[config.mk]
export PLATFORM = sky130hd
export DESIGN_NAME = playfair_digraph_cipher
export DESIGN_NICKNAME = d
export VERILOG_FILES = /design/src/design/pfdc_pkg.sv /design/src/design/pfdc_datapath.sv /design/src/design/pfdc_ctrl.sv /design/src/design/playfair_digraph_cipher.sv
export SDC_FILE = /design/constraint.sdc
export NUM_CORES = 1
export LEC_CHECK = 0
export ABC_AREA = 1
export BUFFER_PORTS_ARGS = -buffer_cell sky130_fd_sc_hd__buf_2
export CAP_MARGIN = 40
export CORE_ASPECT_RATIO = 0.75
export CORE_MARGIN = 5
export CORE_UTILIZATION = 43
export DETAILED_ROUTE_END_ITERATION = 12
export GPL_TIMING_DRIVEN = 0
export PLACE_DENSITY_LB_ADDON = 0.1
export RECOVER_POWER = 50
export REMOVE_ABC_BUFFERS = 1
export SLEW_MARGIN = 40
export SYNTH_ARGS = -nofsm -noshare
export SYNTH_HDL_FRONTEND = slang
export SYNTH_SLANG_ARGS = --single-unit
export TNS_END_PERCENT = 50
[constraint.sdc]
create_clock -name clk -period 4.5 [get_ports clk]
set_clock_uncertainty 0.1 [all_clocks]
set_input_delay 0.45 -clock clk [delete_from_list [all_inputs] [get_ports clk]]
set_output_delay 0.45 -clock clk [all_outputs]
set_load 0.05 [all_outputs]
[src/design/pfdc_pkg.sv]
// Types, constants and helper functions of the Playfair cipher block.
package pfdc_pkg;

    localparam int SIDE    = 5;
    localparam int CELLS   = 25;
    localparam int LETTERS = 26;

    typedef logic [4:0] letter_t;
    typedef logic [2:0] coord_t;

    localparam letter_t LETTER_I   = 5'd8;
    localparam letter_t LETTER_J   = 5'd9;
    localparam letter_t LETTER_X   = 5'd23;
    localparam letter_t LETTER_MAX = 5'd25;
    localparam letter_t LAST_CELL  = 5'd24;
    localparam coord_t  LAST_COORD = 3'd4;

    typedef enum logic [1:0] {
        FUNC_KEY    = 2'd0,
        FUNC_FINISH = 2'd1,
        FUNC_TEXT   = 2'd2,
        FUNC_END    = 2'd3
    } func_t;

    typedef struct packed {
        func_t   func;
        letter_t letter;
    } in_t;

    typedef struct packed {
        letter_t out_letter;
        logic    last_of_pair;
    } out_t;

    localparam int CFG_IDX_W  = 1;
    localparam int CFG_DATA_W = 5;
    localparam logic [CFG_IDX_W-1:0] CFG_DECRYPT = 1'b0;
    localparam logic [CFG_IDX_W-1:0] CFG_FILLER  = 1'b1;

    typedef enum logic [3:0] {
        ST_IDLE,
        ST_FILL,
        ST_SCAN,
        ST_CMP,
        ST_POS,
        ST_RDA,
        ST_LDA,
        ST_RDB,
        ST_LDB
    } state_t;

    typedef struct packed {
        logic take;
        logic fill_step;
        logic scan_step;
        logic pos_calc;
        logic rd_a;
        logic rd_b;
        logic load_a;
        logic load_b;
    } cmd_t;

    typedef struct packed {
        logic fill_go;
        logic pair_go;
        logic fill_last;
        logic scan_last;
        logic out_free;
    } status_t;

    function automatic letter_t fold(letter_t v);
        return (v == LETTER_J) ? LETTER_I : v;
    endfunction

    // Move one place along a row or column, wrapping at the edge.
    function automatic coord_t step_coord(coord_t x, logic dec);
        coord_t r;
        if (dec)
            r = (x == 3'd0) ? LAST_COORD : x - 3'd1;
        else
            r = (x == LAST_COORD) ? 3'd0 : x + 3'd1;
        return r;
    endfunction

    // Linear cell index: row * 5 + col.
    function automatic letter_t cell_addr(coord_t row, coord_t col);
        return {row, 2'b00} + {2'b00, row} + {2'b00, col};
    endfunction

endpackage

[src/design/pfdc_datapath.sv]
// Datapath: square memory, key and pairing state, position search and output register.
module pfdc_datapath
(
    input  logic                          clk,
    input  logic                          rst_n,
    input  pfdc_pkg::in_t                 in_data,
    input  logic                          cfg_write,
    input  logic [pfdc_pkg::CFG_IDX_W-1:0]  cfg_index,
    input  logic [pfdc_pkg::CFG_DATA_W-1:0] cfg_data,
    input  pfdc_pkg::cmd_t                cmd,
    output pfdc_pkg::status_t             status,
    output logic                          out_valid,
    input  logic                          out_stall,
    output pfdc_pkg::out_t                out_data
);

    pfdc_pkg::letter_t square_mem [pfdc_pkg::CELLS];

    logic                       decrypt_reg;
    pfdc_pkg::letter_t          filler_reg;
    logic [pfdc_pkg::LETTERS-1:0] used_reg, used_next;
    pfdc_pkg::letter_t          fill_reg, fill_next;
    logic                       key_done_reg, key_done_next;
    pfdc_pkg::letter_t          pend_reg, pend_next;
    logic                       pend_valid_reg, pend_valid_next;
    pfdc_pkg::letter_t          cnt_reg, cnt_next;
    pfdc_pkg::coord_t           row_reg, row_next, col_reg, col_next;
    pfdc_pkg::coord_t           drow_reg, drow_next, dcol_reg, dcol_next;
    logic                       cmp_vld_reg, cmp_vld_next;
    pfdc_pkg::letter_t          a_reg, a_next, b_reg, b_next;
    logic                       fa_reg, fa_next, fb_reg, fb_next;
    pfdc_pkg::coord_t           ra_reg, ra_next, ca_reg, ca_next;
    pfdc_pkg::coord_t           rb_reg, rb_next, cb_reg, cb_next;
    pfdc_pkg::letter_t          ya_reg, ya_next, yb_reg, yb_next;
    pfdc_pkg::letter_t          rdata_reg;
    logic                       out_valid_reg, out_valid_next;
    pfdc_pkg::out_t             out_data_reg, out_data_next;

    pfdc_pkg::letter_t          fv;
    pfdc_pkg::letter_t          filler_eff;
    logic                       in_ok;
    logic                       place_en;
    pfdc_pkg::letter_t          place_v;
    pfdc_pkg::letter_t          rd_addr;
    logic                       rd_en;

    assign fv         = pfdc_pkg::fold(in_data.letter);
    assign in_ok      = (in_data.letter <= pfdc_pkg::LETTER_MAX);
    assign filler_eff = pfdc_pkg::fold((filler_reg > pfdc_pkg::LETTER_MAX) ?
                                       pfdc_pkg::LETTER_X : filler_reg);

    always_comb
    begin
        status.fill_go   = (in_data.func == pfdc_pkg::FUNC_FINISH) && !key_done_reg;
        status.pair_go   = key_done_reg && pend_valid_reg &&
                           (((in_data.func == pfdc_pkg::FUNC_TEXT) && in_ok) ||
                            (in_data.func == pfdc_pkg::FUNC_END));
        status.fill_last = (cnt_reg == pfdc_pkg::LETTER_MAX);
        status.scan_last = (cnt_reg == pfdc_pkg::LAST_CELL);
        status.out_free  = !out_valid_reg || !out_stall;
    end

    always_comb
    begin
        used_next       = used_reg;
        fill_next       = fill_reg;
        key_done_next   = key_done_reg;
        pend_next       = pend_reg;
        pend_valid_next = pend_valid_reg;
        cnt_next        = cnt_reg;
        row_next        = row_reg;
        col_next        = col_reg;
        drow_next       = drow_reg;
        dcol_next       = dcol_reg;
        cmp_vld_next    = cmd.scan_step;
        a_next          = a_reg;
        b_next          = b_reg;
        fa_next         = fa_reg;
        fb_next         = fb_reg;
        ra_next         = ra_reg;
        ca_next         = ca_reg;
        rb_next         = rb_reg;
        cb_next         = cb_reg;
        ya_next         = ya_reg;
        yb_next         = yb_reg;
        out_valid_next  = out_valid_reg;
        out_data_next   = out_data_reg;
        place_en        = 1'b0;
        place_v         = fv;

        if (cmd.take)
        begin
            case (in_data.func)
                pfdc_pkg::FUNC_KEY:
                begin
                    if (!key_done_reg && in_ok && !used_reg[fv])
                        place_en = 1'b1;
                end
                pfdc_pkg::FUNC_FINISH:
                begin
                    if (status.fill_go)
                        cnt_next = '0;
                end
                pfdc_pkg::FUNC_TEXT:
                begin
                    if (key_done_reg && in_ok && !pend_valid_reg)
                    begin
                        pend_next       = fv;
                        pend_valid_next = 1'b1;
                    end
                    else if (status.pair_go)
                    begin
                        a_next          = pend_reg;
                        b_next          = (fv == pend_reg) ? filler_eff : fv;
                        pend_valid_next = (fv == pend_reg);
                    end
                end
                default:
                begin
                    if (status.pair_go)
                    begin
                        a_next          = pend_reg;
                        b_next          = filler_eff;
                        pend_valid_next = 1'b0;
                    end
                end
            endcase
            if (status.pair_go)
            begin
                cnt_next = '0;
                row_next = '0;
                col_next = '0;
                fa_next  = 1'b0;
                fb_next  = 1'b0;
                ra_next  = '0;
                ca_next  = '0;
                rb_next  = '0;
                cb_next  = '0;
            end
        end

        // Finish: sweep the alphabet, placing every unused letter but j.
        if (cmd.fill_step)
        begin
            if ((cnt_reg != pfdc_pkg::LETTER_J) && !used_reg[cnt_reg])
            begin
                place_en = 1'b1;
                place_v  = cnt_reg;
            end
            cnt_next = cnt_reg + 5'd1;
            if (status.fill_last)
                key_done_next = 1'b1;
        end

        if (place_en)
        begin
            if (fill_reg < pfdc_pkg::LETTER_MAX)
                fill_next = fill_reg + 5'd1;
            used_next = used_reg | (26'd1 << place_v);
            if (place_v == pfdc_pkg::LETTER_I)
                used_next[pfdc_pkg::LETTER_J] = 1'b1;
        end

        if (cmd.scan_step)
        begin
            cnt_next  = cnt_reg + 5'd1;
            drow_next = row_reg;
            dcol_next = col_reg;
            if (col_reg == pfdc_pkg::LAST_COORD)
            begin
                col_next = '0;
                row_next = row_reg + 3'd1;
            end
            else
                col_next = col_reg + 3'd1;
        end

        // Keep the first match of each letter.
        if (cmp_vld_reg)
        begin
            if (!fa_reg && (rdata_reg == a_reg))
            begin
                fa_next = 1'b1;
                ra_next = drow_reg;
                ca_next = dcol_reg;
            end
            if (!fb_reg && (rdata_reg == b_reg))
            begin
                fb_next = 1'b1;
                rb_next = drow_reg;
                cb_next = dcol_reg;
            end
        end

        if (cmd.pos_calc)
        begin
            if (ra_reg == rb_reg)
            begin
                ya_next = pfdc_pkg::cell_addr(ra_reg, pfdc_pkg::step_coord(ca_reg, decrypt_reg));
                yb_next = pfdc_pkg::cell_addr(rb_reg, pfdc_pkg::step_coord(cb_reg, decrypt_reg));
            end
            else if (ca_reg == cb_reg)
            begin
                ya_next = pfdc_pkg::cell_addr(pfdc_pkg::step_coord(ra_reg, decrypt_reg), ca_reg);
                yb_next = pfdc_pkg::cell_addr(pfdc_pkg::step_coord(rb_reg, decrypt_reg), cb_reg);
            end
            else
            begin
                ya_next = pfdc_pkg::cell_addr(ra_reg, cb_reg);
                yb_next = pfdc_pkg::cell_addr(rb_reg, ca_reg);
            end
        end

        if (cmd.load_a || cmd.load_b)
        begin
            out_valid_next             = 1'b1;
            out_data_next.out_letter   = rdata_reg;
            out_data_next.last_of_pair = cmd.load_b;
        end
        else if (out_valid_reg && !out_stall)
            out_valid_next = 1'b0;
    end

    always_comb
    begin
        rd_en   = cmd.scan_step || cmd.rd_a || cmd.rd_b;
        rd_addr = cnt_reg;
        if (cmd.rd_a)
            rd_addr = ya_reg;
        else if (cmd.rd_b)
            rd_addr = yb_reg;
    end

    always_ff @(posedge clk)
    begin
        if (place_en && (fill_reg < pfdc_pkg::LETTER_MAX))
            square_mem[fill_reg] <= place_v;
    end

    always_ff @(posedge clk)
    begin
        if (rd_en)
            rdata_reg <= square_mem[rd_addr];
    end

    always_ff @(posedge clk or negedge rst_n)
    begin
        if (!rst_n)
        begin
            decrypt_reg    <= 1'b0;
            filler_reg     <= pfdc_pkg::LETTER_X;
            used_reg       <= '0;
            fill_reg       <= '0;
            key_done_reg   <= 1'b0;
            pend_valid_reg <= 1'b0;
            cnt_reg        <= '0;
            row_reg        <= '0;
            col_reg        <= '0;
            cmp_vld_reg    <= 1'b0;
            fa_reg         <= 1'b0;
            fb_reg         <= 1'b0;
            out_valid_reg  <= 1'b0;
        end
        else
        begin
            if (cfg_write)
            begin
                case (cfg_index)
                    pfdc_pkg::CFG_DECRYPT: decrypt_reg <= cfg_data[0];
                    default:               filler_reg  <= cfg_data;
                endcase
            end
            used_reg       <= used_next;
            fill_reg       <= fill_next;
            key_done_reg   <= key_done_next;
            pend_valid_reg <= pend_valid_next;
            cnt_reg        <= cnt_next;
            row_reg        <= row_next;
            col_reg        <= col_next;
            cmp_vld_reg    <= cmp_vld_next;
            fa_reg         <= fa_next;
            fb_reg         <= fb_next;
            out_valid_reg  <= out_valid_next;
        end
    end

    always_ff @(posedge clk)
    begin
        pend_reg     <= pend_next;
        drow_reg     <= drow_next;
        dcol_reg     <= dcol_next;
        a_reg        <= a_next;
        b_reg        <= b_next;
        ra_reg       <= ra_next;
        ca_reg       <= ca_next;
        rb_reg       <= rb_next;
        cb_reg       <= cb_next;
        ya_reg       <= ya_next;
        yb_reg       <= yb_next;
        out_data_reg <= out_data_next;
    end

    assign out_valid = out_valid_reg;
    assign out_data  = out_data_reg;

endmodule

[src/design/pfdc_ctrl.sv]
// Controller: sequences key fill, letter search and output of each pair.
module pfdc_ctrl
(
    input  logic              clk,
    input  logic              rst_n,
    input  logic              in_valid,
    output logic              in_stall,
    input  pfdc_pkg::status_t status,
    output pfdc_pkg::cmd_t    cmd
);

    pfdc_pkg::state_t state_reg, state_next;

    always_comb
    begin
        state_next = state_reg;
        unique case (state_reg)
            pfdc_pkg::ST_IDLE:
            begin
                if (in_valid && status.fill_go)
                    state_next = pfdc_pkg::ST_FILL;
                else if (in_valid && status.pair_go)
                    state_next = pfdc_pkg::ST_SCAN;
            end
            pfdc_pkg::ST_FILL:
            begin
                if (status.fill_last)
                    state_next = pfdc_pkg::ST_IDLE;
            end
            pfdc_pkg::ST_SCAN:
            begin
                if (status.scan_last)
                    state_next = pfdc_pkg::ST_CMP;
            end
            pfdc_pkg::ST_CMP: state_next = pfdc_pkg::ST_POS;
            pfdc_pkg::ST_POS: state_next = pfdc_pkg::ST_RDA;
            pfdc_pkg::ST_RDA: state_next = pfdc_pkg::ST_LDA;
            pfdc_pkg::ST_LDA:
            begin
                if (status.out_free)
                    state_next = pfdc_pkg::ST_RDB;
            end
            pfdc_pkg::ST_RDB: state_next = pfdc_pkg::ST_LDB;
            pfdc_pkg::ST_LDB:
            begin
                if (status.out_free)
                    state_next = pfdc_pkg::ST_IDLE;
            end
            default: state_next = pfdc_pkg::ST_IDLE;
        endcase
    end

    always_comb
    begin
        cmd      = '0;
        in_stall = (state_reg != pfdc_pkg::ST_IDLE);
        unique case (state_reg)
            pfdc_pkg::ST_IDLE: cmd.take      = in_valid;
            pfdc_pkg::ST_FILL: cmd.fill_step = 1'b1;
            pfdc_pkg::ST_SCAN: cmd.scan_step = 1'b1;
            pfdc_pkg::ST_CMP:  cmd           = '0;
            pfdc_pkg::ST_POS:  cmd.pos_calc  = 1'b1;
            pfdc_pkg::ST_RDA:  cmd.rd_a      = 1'b1;
            pfdc_pkg::ST_LDA:  cmd.load_a    = status.out_free;
            pfdc_pkg::ST_RDB:  cmd.rd_b      = 1'b1;
            pfdc_pkg::ST_LDB:  cmd.load_b    = status.out_free;
            default:           cmd           = '0;
        endcase
    end

    always_ff @(posedge clk or negedge rst_n)
    begin
        if (!rst_n)
            state_reg <= pfdc_pkg::ST_IDLE;
        else
            state_reg <= state_next;
    end

endmodule

[src/design/playfair_digraph_cipher.sv]
// Top level of the Playfair digraph cipher: controller plus datapath.
//
//  channel | direction | handshake              | payload
//  --------+-----------+------------------------+----------------------------
//  in      | request   | in_valid / in_stall    | in_data  {func, letter}
//  out     | result    | out_valid / out_stall  | out_data {out_letter, last_of_pair}
//  cfg     | write     | cfg_write              | cfg_index, cfg_data
//
// A key letter, an ignored request or a text letter that only becomes pending
// does not stall the input. A finish request stalls it while the alphabet sweep
// places one letter a cycle. A pair-closing request scans the square through its
// one read port, compares, locates and reads out both; out_stall can hold it.
// The output register lets the next request in while the last letter waits.
// Reset (rst_n low, async) clears control, key and registers; filler starts as x.
module playfair_digraph_cipher
(
    input  logic                          clk,
    input  logic                          rst_n,
    input  logic                          in_valid,
    output logic                          in_stall,
    input  pfdc_pkg::in_t                 in_data,
    output logic                          out_valid,
    input  logic                          out_stall,
    output pfdc_pkg::out_t                out_data,
    input  logic                          cfg_write,
    input  logic [pfdc_pkg::CFG_IDX_W-1:0]  cfg_index,
    input  logic [pfdc_pkg::CFG_DATA_W-1:0] cfg_data
);

    // Commands from the controller, status back from the datapath.
    pfdc_pkg::cmd_t    cmd;
    pfdc_pkg::status_t status;

    // Sequence each request; stall the input while a request is in work.
    pfdc_ctrl u_ctrl
    (
        .clk      (clk),
        .rst_n    (rst_n),
        .in_valid (in_valid),
        .in_stall (in_stall),
        .status   (status),
        .cmd      (cmd)
    );

    // Hold the square, the key and pairing state, and the output register.
    pfdc_datapath u_datapath
    (
        .clk       (clk),
        .rst_n     (rst_n),
        .in_data   (in_data),
        .cfg_write (cfg_write),
        .cfg_index (cfg_index),
        .cfg_data  (cfg_data),
        .cmd       (cmd),
        .status    (status),
        .out_valid (out_valid),
        .out_stall (out_stall),
        .out_data  (out_data)
    );

endmodule

== Word level (Yosys, flattened, before mapping) ==
Memory sizes are Yosys's and may differ from the RTL's. A register that Yosys moved wholly into a read port is not among the register bits.
Index checks and enable logic that the tools add are counted.
Storage, ports and cells
  bits in registers: 107
  logic and storage cells: 259
  bits in writable memories: 125
  input port bits: 18
  memories kept: 1
Operators by class
  magnitude comparators: 5
  reduce and logical (&&, ||, !) cells: 55
  mux-type cells: 112
  equality and inequality tests: 33
  bitwise gates (word level): 3
  $add $sub $neg: 22
  shifts and indexed selects: 1
Memories
  u_datapath.square_mem: words 25, width 5, read ports 1, clocked after Yosys merged registers in 1, write ports 1, RTL line pfdc_datapath.sv:17  | pfdc_pkg::letter_t square_mem [pfdc_pkg::CELLS];
Operators by type and width (count)
  $mux W3: 46
  $mux W5: 23
  $add A5 B3 Y5: 10
  $pmux W4 S9: 1
  $mux W1: 31
  $or A26 B26 Y26: 1
  $shl A1 B5 Y26 const A: 1
  $mux W4: 6
  $pmux W5 S2: 2
  $add A3 B1 Y3 const B: 6
  $eq A4 B3 Y1 const B: 4
  $eq A3 B3 Y1 const B: 5
  $eq A5 B4 Y1 const B: 3
  $eq A5 B5 Y1: 3
  $logic_and A1 B1 Y1: 15
  $logic_not A3 Y1: 4
  $lt A5 B6 Y1 const B: 2
  $reduce_bool A4 Y1: 3
  $sub A3 B1 Y3 const B: 4
  $add A5 B1 Y5 const B: 2
  $bmux W1 S5: 2
  $eq A5 B5 Y1 const B: 2
  $reduce_and A2 Y1: 5
  $reduce_bool A2 Y1: 5
  other kinds (24): 45

== Logic depth before layout (Yosys ltp) ==
Gate-level depths: netlist of run 1.
  depth in word-level cells: 14
  depth in mapped cells: 18

== Cells and area by module ==
Synthesis of run 1 repeated with hierarchy kept, for this count alone.
Unflattened totals
  cell total of the unflattened synthesis: 1271
  area total of the unflattened synthesis: 12359.4 µm²
Modules (own cells, without submodules)
  pfdc_datapath: instances 1, area each 12010.3 µm², cells an instance 1215
  pfdc_ctrl: instances 1, area each 349.1 µm², cells an instance 56

== Worst setup path after synthesis of run 1 ==
No wires, ideal clock.
  kind: reg2reg
  from: register u_datapath.rb_reg[1]
  to: register u_datapath.yb_reg[4] (data pin)
  required time: 4.131 ns
  data arrival time: 2.782 ns
  slack: 1.349 ns
  cell stages (with the launch flop): 19
  path through: dfxtp_1 inv_1 ha_1 a21oi_1 inv_1 o221ai_1 inv_1 nor2_1 fa_1 inv_1 ha_1 nand2_1 nor2_1 a211oi_1 a21oi_1 o21ai_0 nand2_1 nand2_1 o21ai_0
Between the ends
  cells in the longest elaborated chain, start to end: 10
  elaborated cells between the ends (all ways): 18
  those cells by class: add/sub (7); eq/ne (2); mux (8); reduce/logical (1)
RTL lines
  start: declaration: RTL line pfdc_datapath.sv:33  | pfdc_pkg::coord_t rb_reg, rb_next, cb_reg, cb_next;
  start signal: assignment: RTL line pfdc_datapath.sv:296  | rb_reg <= rb_next;
  $add A3 B1 Y3 (tied with other cells): RTL line pfdc_pkg.sv:81  | r = (x == LAST_COORD) ? 3'd0 : x + 3'd1;
  $mux W3, on equally long branches: RTL line pfdc_pkg.sv:81, pfdc_pkg.sv:79
  $mux W3: RTL line pfdc_pkg.sv:78  | if (dec)
  $mux W3: RTL line pfdc_datapath.sv:202  | else if (ca_reg == cb_reg)
  $mux W3: RTL line pfdc_datapath.sv:197  | if (ra_reg == rb_reg)
  $mux W3: RTL line pfdc_datapath.sv:195  | if (cmd.pos_calc)
  $add A5 B3 Y5 (2 in a row): RTL line pfdc_pkg.sv:87  | return {row, 2'b00} + {2'b00, row} + {2'b00, col};
  $mux W5: RTL line pfdc_datapath.sv:202
  $mux W5 (*): RTL line pfdc_datapath.sv:197
  end signal: assignment: RTL line pfdc_datapath.sv:299  | yb_reg <= yb_next;
  end: declaration: RTL line pfdc_datapath.sv:34  | pfdc_pkg::letter_t ya_reg, ya_next, yb_reg, yb_next;
Every way passes the cells marked *; elsewhere a longest branch is shown, timed or not. The select of a mux whose other input is x is not followed.
A chain may end at the register's enable or synchronous reset.

== Final worst setup path of run 1 ==
  from: register u_datapath.cnt_reg[0]
  to: memory u_datapath.square_mem[18][1] (netlist bit) (enable)
Between the ends
  cells in the longest elaborated chain, start to end: 9
  elaborated cells between the ends (all ways): 10
  those cells by class: eq/ne (1); mux (6); reduce/logical (3)
RTL lines
  start: declaration: RTL line pfdc_datapath.sv:26  | pfdc_pkg::letter_t cnt_reg, cnt_next;
  start signal: assignment: RTL line pfdc_datapath.sv:277  | cnt_reg <= cnt_next;
  $bmux W1 S5: RTL line pfdc_datapath.sv:145  | if ((cnt_reg != pfdc_pkg::LETTER_J) && !used_reg[cnt_reg])
  $mux W1 (not written as such): RTL line pfdc_datapath.sv:145
  $logic_not A1 Y1: RTL line pfdc_datapath.sv:145
  $logic_and A1 B1 Y1 (*): RTL line pfdc_datapath.sv:145
  $mux W1 (*): RTL line pfdc_datapath.sv:145
  $mux W1 (*): RTL line pfdc_datapath.sv:143  | if (cmd.fill_step)
  $logic_and A1 B1 Y1 (*): RTL line pfdc_datapath.sv:236  | if (place_en && (fill_reg < pfdc_pkg::LETTER_MAX))
  $mux W1 (*): RTL line pfdc_datapath.sv:236
  $mux W1 (not written as such) (*): RTL line pfdc_datapath.sv:237  | square_mem[fill_reg] <= place_v;
  end: declaration: RTL line pfdc_datapath.sv:17
Marked as above.

==> results of run 1 <==
==> worst paths after layout <==
check	start	endpoint	slack, ps	cells past startpoint
min reg2reg	u_datapath.used_reg[2]	u_datapath.used_reg[2]	370	2
max reg2reg	u_datapath.cnt_reg[0]	u_datapath.square_mem[18][1]	390	13
max in group asynchronous	rst_n	u_datapath.col_reg[1]	970	2
max	u_datapath.cnt_reg[0]	u_datapath.square_mem[18][1]	390	13
min	cfg_write	u_datapath.decrypt_reg	50	2
min in group asynchronous	rst_n	u_datapath.filler_reg[3]	1480	2
==> routing by layer <==
metal / GRT usage, % / vias to the layer above
met4: 2.91 / 0
li1: - / 4461
met2: 26.0 / 216
met5: 0 / -
met1: 29.8 / 4246
met3: 2.27 / 32
==> critical path: stages (launching register included) <==
cell and delay (ps):
sky130_fd_sc_hd__dfrtp_1 660, sky130_fd_sc_hd__inv_2 410, sky130_fd_sc_hd__nand2_1 90, sky130_fd_sc_hd__nand2_1 110
sky130_fd_sc_hd__nor2_1 50, sky130_fd_sc_hd__nor2_1 90, sky130_fd_sc_hd__nand2_1 60, sky130_fd_sc_hd__nor2_1 100
sky130_fd_sc_hd__nand2_1 190, sky130_fd_sc_hd__nand2_4 180, sky130_fd_sc_hd__inv_1 70, sky130_fd_sc_hd__nand2_2 480
sky130_fd_sc_hd__nand3_1 510, sky130_fd_sc_hd__nor2_1 610
==> placed cells by master, fill, tap and decap left out, types with 5 or more instances in the layout <==
master	synthesis	layout
sky130_fd_sc_hd__inv_1	161	160
sky130_fd_sc_hd__o21ai_0	57	56
sky130_fd_sc_hd__nor2_1	90	91
sky130_fd_sc_hd__clkbuf_1	20	20
sky130_fd_sc_hd__dfrtp_1	54	54
sky130_fd_sc_hd__buf_2	20	12
sky130_fd_sc_hd__clkinv_2	0	8
sky130_fd_sc_hd__o22ai_1	9	9
sky130_fd_sc_hd__a21oi_1	26	25
sky130_fd_sc_hd__fa_1	8	8
sky130_fd_sc_hd__ha_1	50	50
sky130_fd_sc_hd__dfxtp_1	12	12
sky130_fd_sc_hd__edfxtp_1	167	167
sky130_fd_sc_hd__nand3_1	164	164
sky130_fd_sc_hd__o211ai_1	70	70
sky130_fd_sc_hd__clkbuf_16	0	27
sky130_fd_sc_hd__or2_1	25	25
sky130_fd_sc_hd__xnor2_1	21	21
sky130_fd_sc_hd__clkinv_1	4	5
sky130_fd_sc_hd__nor3_1	9	9
sky130_fd_sc_hd__nand2_1	259	260
sky130_fd_sc_hd__nand2_2	8	6
sky130_fd_sc_hd__inv_2	9	9
sky130_fd_sc_hd__xor2_1	10	10
==> final cells by class <==
| class | count | area, sq um |
|---|---|---|
| inverter | 174 | 653 |
| multi-input combinational | 848 | 4800 |
| clock buffer | 37 | 753 |
| tap | 385 | 482 |
| timing repair buffer | 29 | 165 |
| sequential | 237 | 6710 |
| fill | 2749 | 14600 |
| clock inverter | 11 | 85.1 |
==> per-stage QoR <==
stage	hold slack, ps	std cells	TNS, ps	setup WS [ps]	instance area (sq um)
after floorplan	54.4	1259	0	1220	12100
after global placement	351	1669	-3490	-714	12700
after detailed placement	354	1672	0	297	12800
after CTS	25.9	1721	0	463	13700
after global routing	47.1	1721	0	79.6	13600
final	45.9	1721	0	394	13600
==> cells by family after synthesis <==
family,share of synthesized area [%]
flops,54.2
compound gates,9.53
fa+ha+maj,6.34
buf+inv,7.32
mux,0.182
xor+xnor,2.19
simple gates,20.3
==> report_power, final <==
| group | internal [mW] | switching (mW) | total (mW) |
|---|---|---|---|
| Sequential | 2.64 | 0.207 | 2.84 |
| Clock | 1.22 | 0.858 | 2.08 |
| Combinational | 0.692 | 1.70 | 2.39 |
==> repair_timing <==
item | CTS | global route
hold endpoints to repair | 54 | 0
hold buffers | 1 | 0
setup buffers | 0 | 0
==> results_dict.tcl, run 1 <==
set metrics [dict create \
    status "complete, but fails checks" \
    failing_checks "max-capacitance violations, max-slew violations" \
    postLayoutCoreUtil_pct 48.3 \
    placementRows 53 \
    antenna_cells 0 \
    drt_pass1_iterations 5 \
    clock_path_buffers 3 \
    top_layer_used "met4" \
    tritoncts "yes" \
    cap_violations 1 \
    coreArea_sq_um 28200 \
    synth_enable_flop_cells 167 \
    critical_path.endpoint_type "register" \
    largest_register_ffs 125 \
    via_count 8955 \
    syn_to_final_growth_pct 10.1 \
    critical_path_peak_fanout 36 \
    htree_levels 1 \
    die_area_sq_um 32300 \
    avgSynthCellArea_sq_um 9.47 \
    final.period_utilization_pct 91.2 \
    route.met2.wl_mm 12.1 \
    cts.repair.resized 0 \
    io_buffers 25 \
    yosysTopAreaCell "sky130_fd_sc_hd__edfxtp_1" \
    clkTransAtPathRegs_ps 70 \
    worst_ep_required_time_ps 4560 \
    static-leakage-power_nw 5.61 \
    arrival_ps 4160 \
    met3_wirelength_mm 1.42 \
    total_power_mw 7.32 \
    grt_start_max_net_pins 97 \
    drt-wirelength-per-cell_um 16.9 \
    crit_type "reg -> reg" \
    async_reset_ff_share_pct 24.5 \
    worst_hold_path_type "in -> reg" \
    insertion_delay_ps 530 \
    start_util_pct 43.9 \
    yosysWarningCount 0 \
    detailedRoute.firstIterationViolations 772 \
    ir_worst_vdd_v 0.000356 \
    finalNetCount 1392 \
    hold_violation_total_from_the_final_report 0 \
    layout-drive-gt1-share_pct 6.66 \
    drc 0 \
    critPathLaunchType "register" \
    cts.root.buffer_cell "sky130_fd_sc_hd__clkbuf_16" \
    clkSinkCount 237 \
    routedLengthMet1_mm 15.2 \
    worst_slew_margin_rel_pct -119 \
    grt_setup_unrepaired "false" \
    synth.lib_cells_used.distinct 45 \
    place_congestion 0.815 \
    final-max-slew-violation-count 59 \
    totalWireLength_mm 29.1 \
    synthFlopType "sky130_fd_sc_hd__edfxtp_1" \
    final-setup-viol-count 0 \
    die_h_um 157 \
    netlist_top_cells_area "sky130_fd_sc_hd__edfxtp_1 40%, sky130_fd_sc_hd__dfrtp_1 11%, sky130_fd_sc_hd__nand2_1 7.8%, sky130_fd_sc_hd__nand3_1 6.6%, sky130_fd_sc_hd__ha_1 5.0%" \
    sequential_share_of_the_synthesized_area_pct 54.2 \
    synth_top_area_share_pct 40.5 \
    grt_util_all_layers_pct 18.2 \
    syn_inst 1308 \
    antenna_left 0 \
    synth.cell_area_sq_um 12400 \
    global_route_wire_length_before_repair_mm 46.8 \
    cts_inserted_buffers 26 \
    p_per_area_nw_per_um2 536 \
    dieWidth_um 206 \
    synth.top_cells.by_count "259 x sky130_fd_sc_hd__nand2_1, 167 x sky130_fd_sc_hd__edfxtp_1, 164 x sky130_fd_sc_hd__nand3_1" \
    timing.final.crit_period_ps 4110 \
    maxClockFrequency_mhz 244 \
    postSynthRegisterBits 237 \
    grt_antenna_before_repair 1 \
    floorplan.io_pins 26 \
    first_global_vias 8353 \
    worstMarginPinSlew_ps 3290 \
    viasPerCell 5.20 \
    post-synth-top-count-cell "sky130_fd_sc_hd__nand2_1" \
    dp_hpwl_mm 19.9 \
    grt_overflow_total 0 \
]
No activity file was read; power rests on OpenSTA's default activity.
==> run 2, diff against run 1 <==
- CORE_UTILIZATION: 43 -> 63
- MAX_ROUTING_LAYER: unset -> met4
==> results_dict.tcl, run 2 (synthesis results as in run 1) <==
set metrics [dict create \
    postLayoutCoreUtil_pct 69.9 \
    detailedRoute.firstIterationViolations 907 \
    worstMarginPinSlew_ps 3340 \
    failing_checks "max-capacitance violations, max-slew violations" \
    syn_to_final_growth_pct 9.06 \
    power.clock.fraction_pct 29.2 \
    final_design_area_no_fill_sq_um 13500 \
    via_count 9223 \
    worst_slew_margin_rel_pct -122 \
    cts_inserted_buffers 24 \
    htree_levels 1 \
    dp_slack_ps 430 \
    grt_overflow_total 0 \
    min_path_cells 2 \
    dp_hpwl_mm 18.8 \
    worst-r2r-setup-slack_ps 460 \
    placed_area_sq_um 12700 \
    worst_hold_slack_ps 32.0 \
    final.period_utilization_pct 89.8 \
    path_cells "inv_2 > nand2_1 > nand2_1 > nor2_1 > nor2_1 > nand2_1 > nor2_1 > nand2_1 > nand2_4 > inv_1 > nand2_2 > nand3_1 > nor2_1" \
    first_global_vias 8618 \
    antenna_cells 0 \
    stdcell_count 1586 \
    most_frequent_standard_cell_in_the_layout_excluding_fill_and_tap_cells "sky130_fd_sc_hd__nand2_1" \
    grt_setup_unrepaired "false" \
    p_per_area_nw_per_um2 549 \
    holdPathEnd "u_datapath.decrypt_reg" \
    floorplan.io_pins 26 \
    timing.critical_path.slowest_cell_delay_ps 660 \
    hold_violation_total_from_the_final_report 0 \
    dieWidth_um 172 \
    cts.root.buffer_cell "sky130_fd_sc_hd__clkbuf_16" \
    drt_pass1_iterations 5 \
    totalWireLength_mm 27.9 \
    place_congestion 0.935 \
    largest_register_ffs 125 \
    cap_violations 1 \
    global_route_wire_length_before_repair_mm 45.3 \
    drc 0 \
    timing.final.crit_period_ps 4040 \
    arrival_ps 4100 \
    worst_hold_startpoint "cfg_write" \
    antenna_left 0 \
    grt_start_max_net_pins 64 \
    crit-reg2reg-capture "u_datapath.square_mem[18][2]" \
    final_cell_mix "261 x sky130_fd_sc_hd__nand2_1, 167 x sky130_fd_sc_hd__edfxtp_1, 164 x sky130_fd_sc_hd__nand3_1" \
    grt_util_all_layers_pct 25.5 \
    clkTransAtPathRegs_ps 60 \
    finalNetCount 1391 \
    seq_power_share_pct 38.3 \
    static-leakage-power_nw 5.61 \
    crit_type "reg -> reg" \
    final-setup-viol-count 0 \
    layout-drive-gt1-share_pct 6.15 \
    final-max-slew-violation-count 59 \
    worst_hold_path_type "in -> reg" \
    worst_r2r_startpoint "u_datapath.cnt_reg[0]" \
    clkSinkCount 237 \
    die_h_um 131 \
    worst_ep_required_time_ps 4560 \
    drt-wirelength-per-cell_um 17.6 \
    sw_frac_of_total_pct 37.0 \
    total_power_mw 7.42 \
    die_area_sq_um 22600 \
    insertion_delay_ps 540 \
    critical_path_peak_fanout 36 \
    critPathLaunchType "register" \
    dpl.cell_count 1541 \
    placementRows 44 \
    start_util_pct 64.1 \
    crit_path_top_delay_cell "sky130_fd_sc_hd__dfrtp_1" \
    viasPerCell 5.82 \
    critical_path.endpoint_type "register" \
    finalSetupTns_ps 0 \
    net_switching_power_of_the_design_mw 2.75 \
    power_frac_comb_pct 32.5 \
    ir_worst_vdd_v 0.000326 \
    status "complete, but fails checks" \
    fill_cells 1435 \
    reg2reg_depth 13 \
    maxClockFrequency_mhz 248 \
    io_buffers 25 \
    clock_path_buffers 3 \
    grt_antenna_before_repair 0 \
    internal_power_mw 4.67 \
    tritoncts "yes" \
    coreArea_sq_um 19300 \
    layout_setup_ws_ps 461 \
]
run 2: cell types whose count changed in the layout (fill, tap and decap cells not counted), sizes merged:
cell | previous run | this run
inv | 171 | 169
bufinv | 1 | 5
clkinv | 13 | 11
clkbuf | 51 | 48
run 2: what timing repair did:
item | 4_1_cts | 5_1_grt
hold buffers | 1 | 0
buffers inserted | 0 | 0
endpoints found under the setup margin | 0 | 0
hold endpoints to repair | 54 | 0
gates resized for setup | 0 | 0
run 2: worst max-delay path by stage:
stage / from / endpoint / slack (ps) / cells past startpoint
2_1_floorplan: u_ctrl.state_reg[3] / u_datapath.rdata_reg[0] / 1220 / 12
4_1_cts: u_datapath.cnt_reg[0] / u_datapath.square_mem[18][0] / 600 / 13
6_report: u_datapath.cnt_reg[0] / u_datapath.square_mem[18][2] / 460 / 13
3_5_place_dp: in_data[1] / u_datapath.square_mem[18][1] / 430 / 14
3_3_place_gp: u_ctrl.state_reg[1] / u_datapath.rdata_reg[0] / -570 / 11
5_1_grt: u_datapath.cnt_reg[0] / u_datapath.square_mem[1][3] / 170 / 13
run 2: final cells by class:
| cell class | count | area (sq um) | area share, % |
|---|---|---|---|
| multi-input cells | 848 | 4790 | 35.4 |
| clock buffers | 33 | 654 | 4.84 |
| repair buffers | 30 | 174 | 1.29 |
| well taps | 253 | 317 | 2.34 |
| flip-flops and latches | 237 | 6710 | 49.7 |
| clock inverters | 11 | 215 | 1.59 |
| inverters | 174 | 653 | 4.83 |
run 2: critical path, delay by kind of cell (launching register included):
| family | cells | cell delay (ps) |
|---|---|---|
| and+or+nand+nor | 11 | 2420 |
| DFF | 1 | 660 |
| buffers and inverters | 2 | 440 |
run 2: power by group through the flow:
stage               combinational (mW)  sequential (mW)  clock, mW
floorplan                         1.59             2.86          0
detailed placement                2.40             2.88          0
global placement                  2.27             2.87          0
global route                      2.68             2.86       2.29
finish                            2.41             2.84       2.17
CTS                               2.43             2.83       2.18
run 2: routing by layer:
metal  vias to the layer above  wire length, um  track usage (%)
met5                         -                0                -
li1                       4450                -                -
met3                        49             1820             3.99
met4                         0              578             5.54
met1                      4403            13300             39.6
met2                       321            12200             35.9
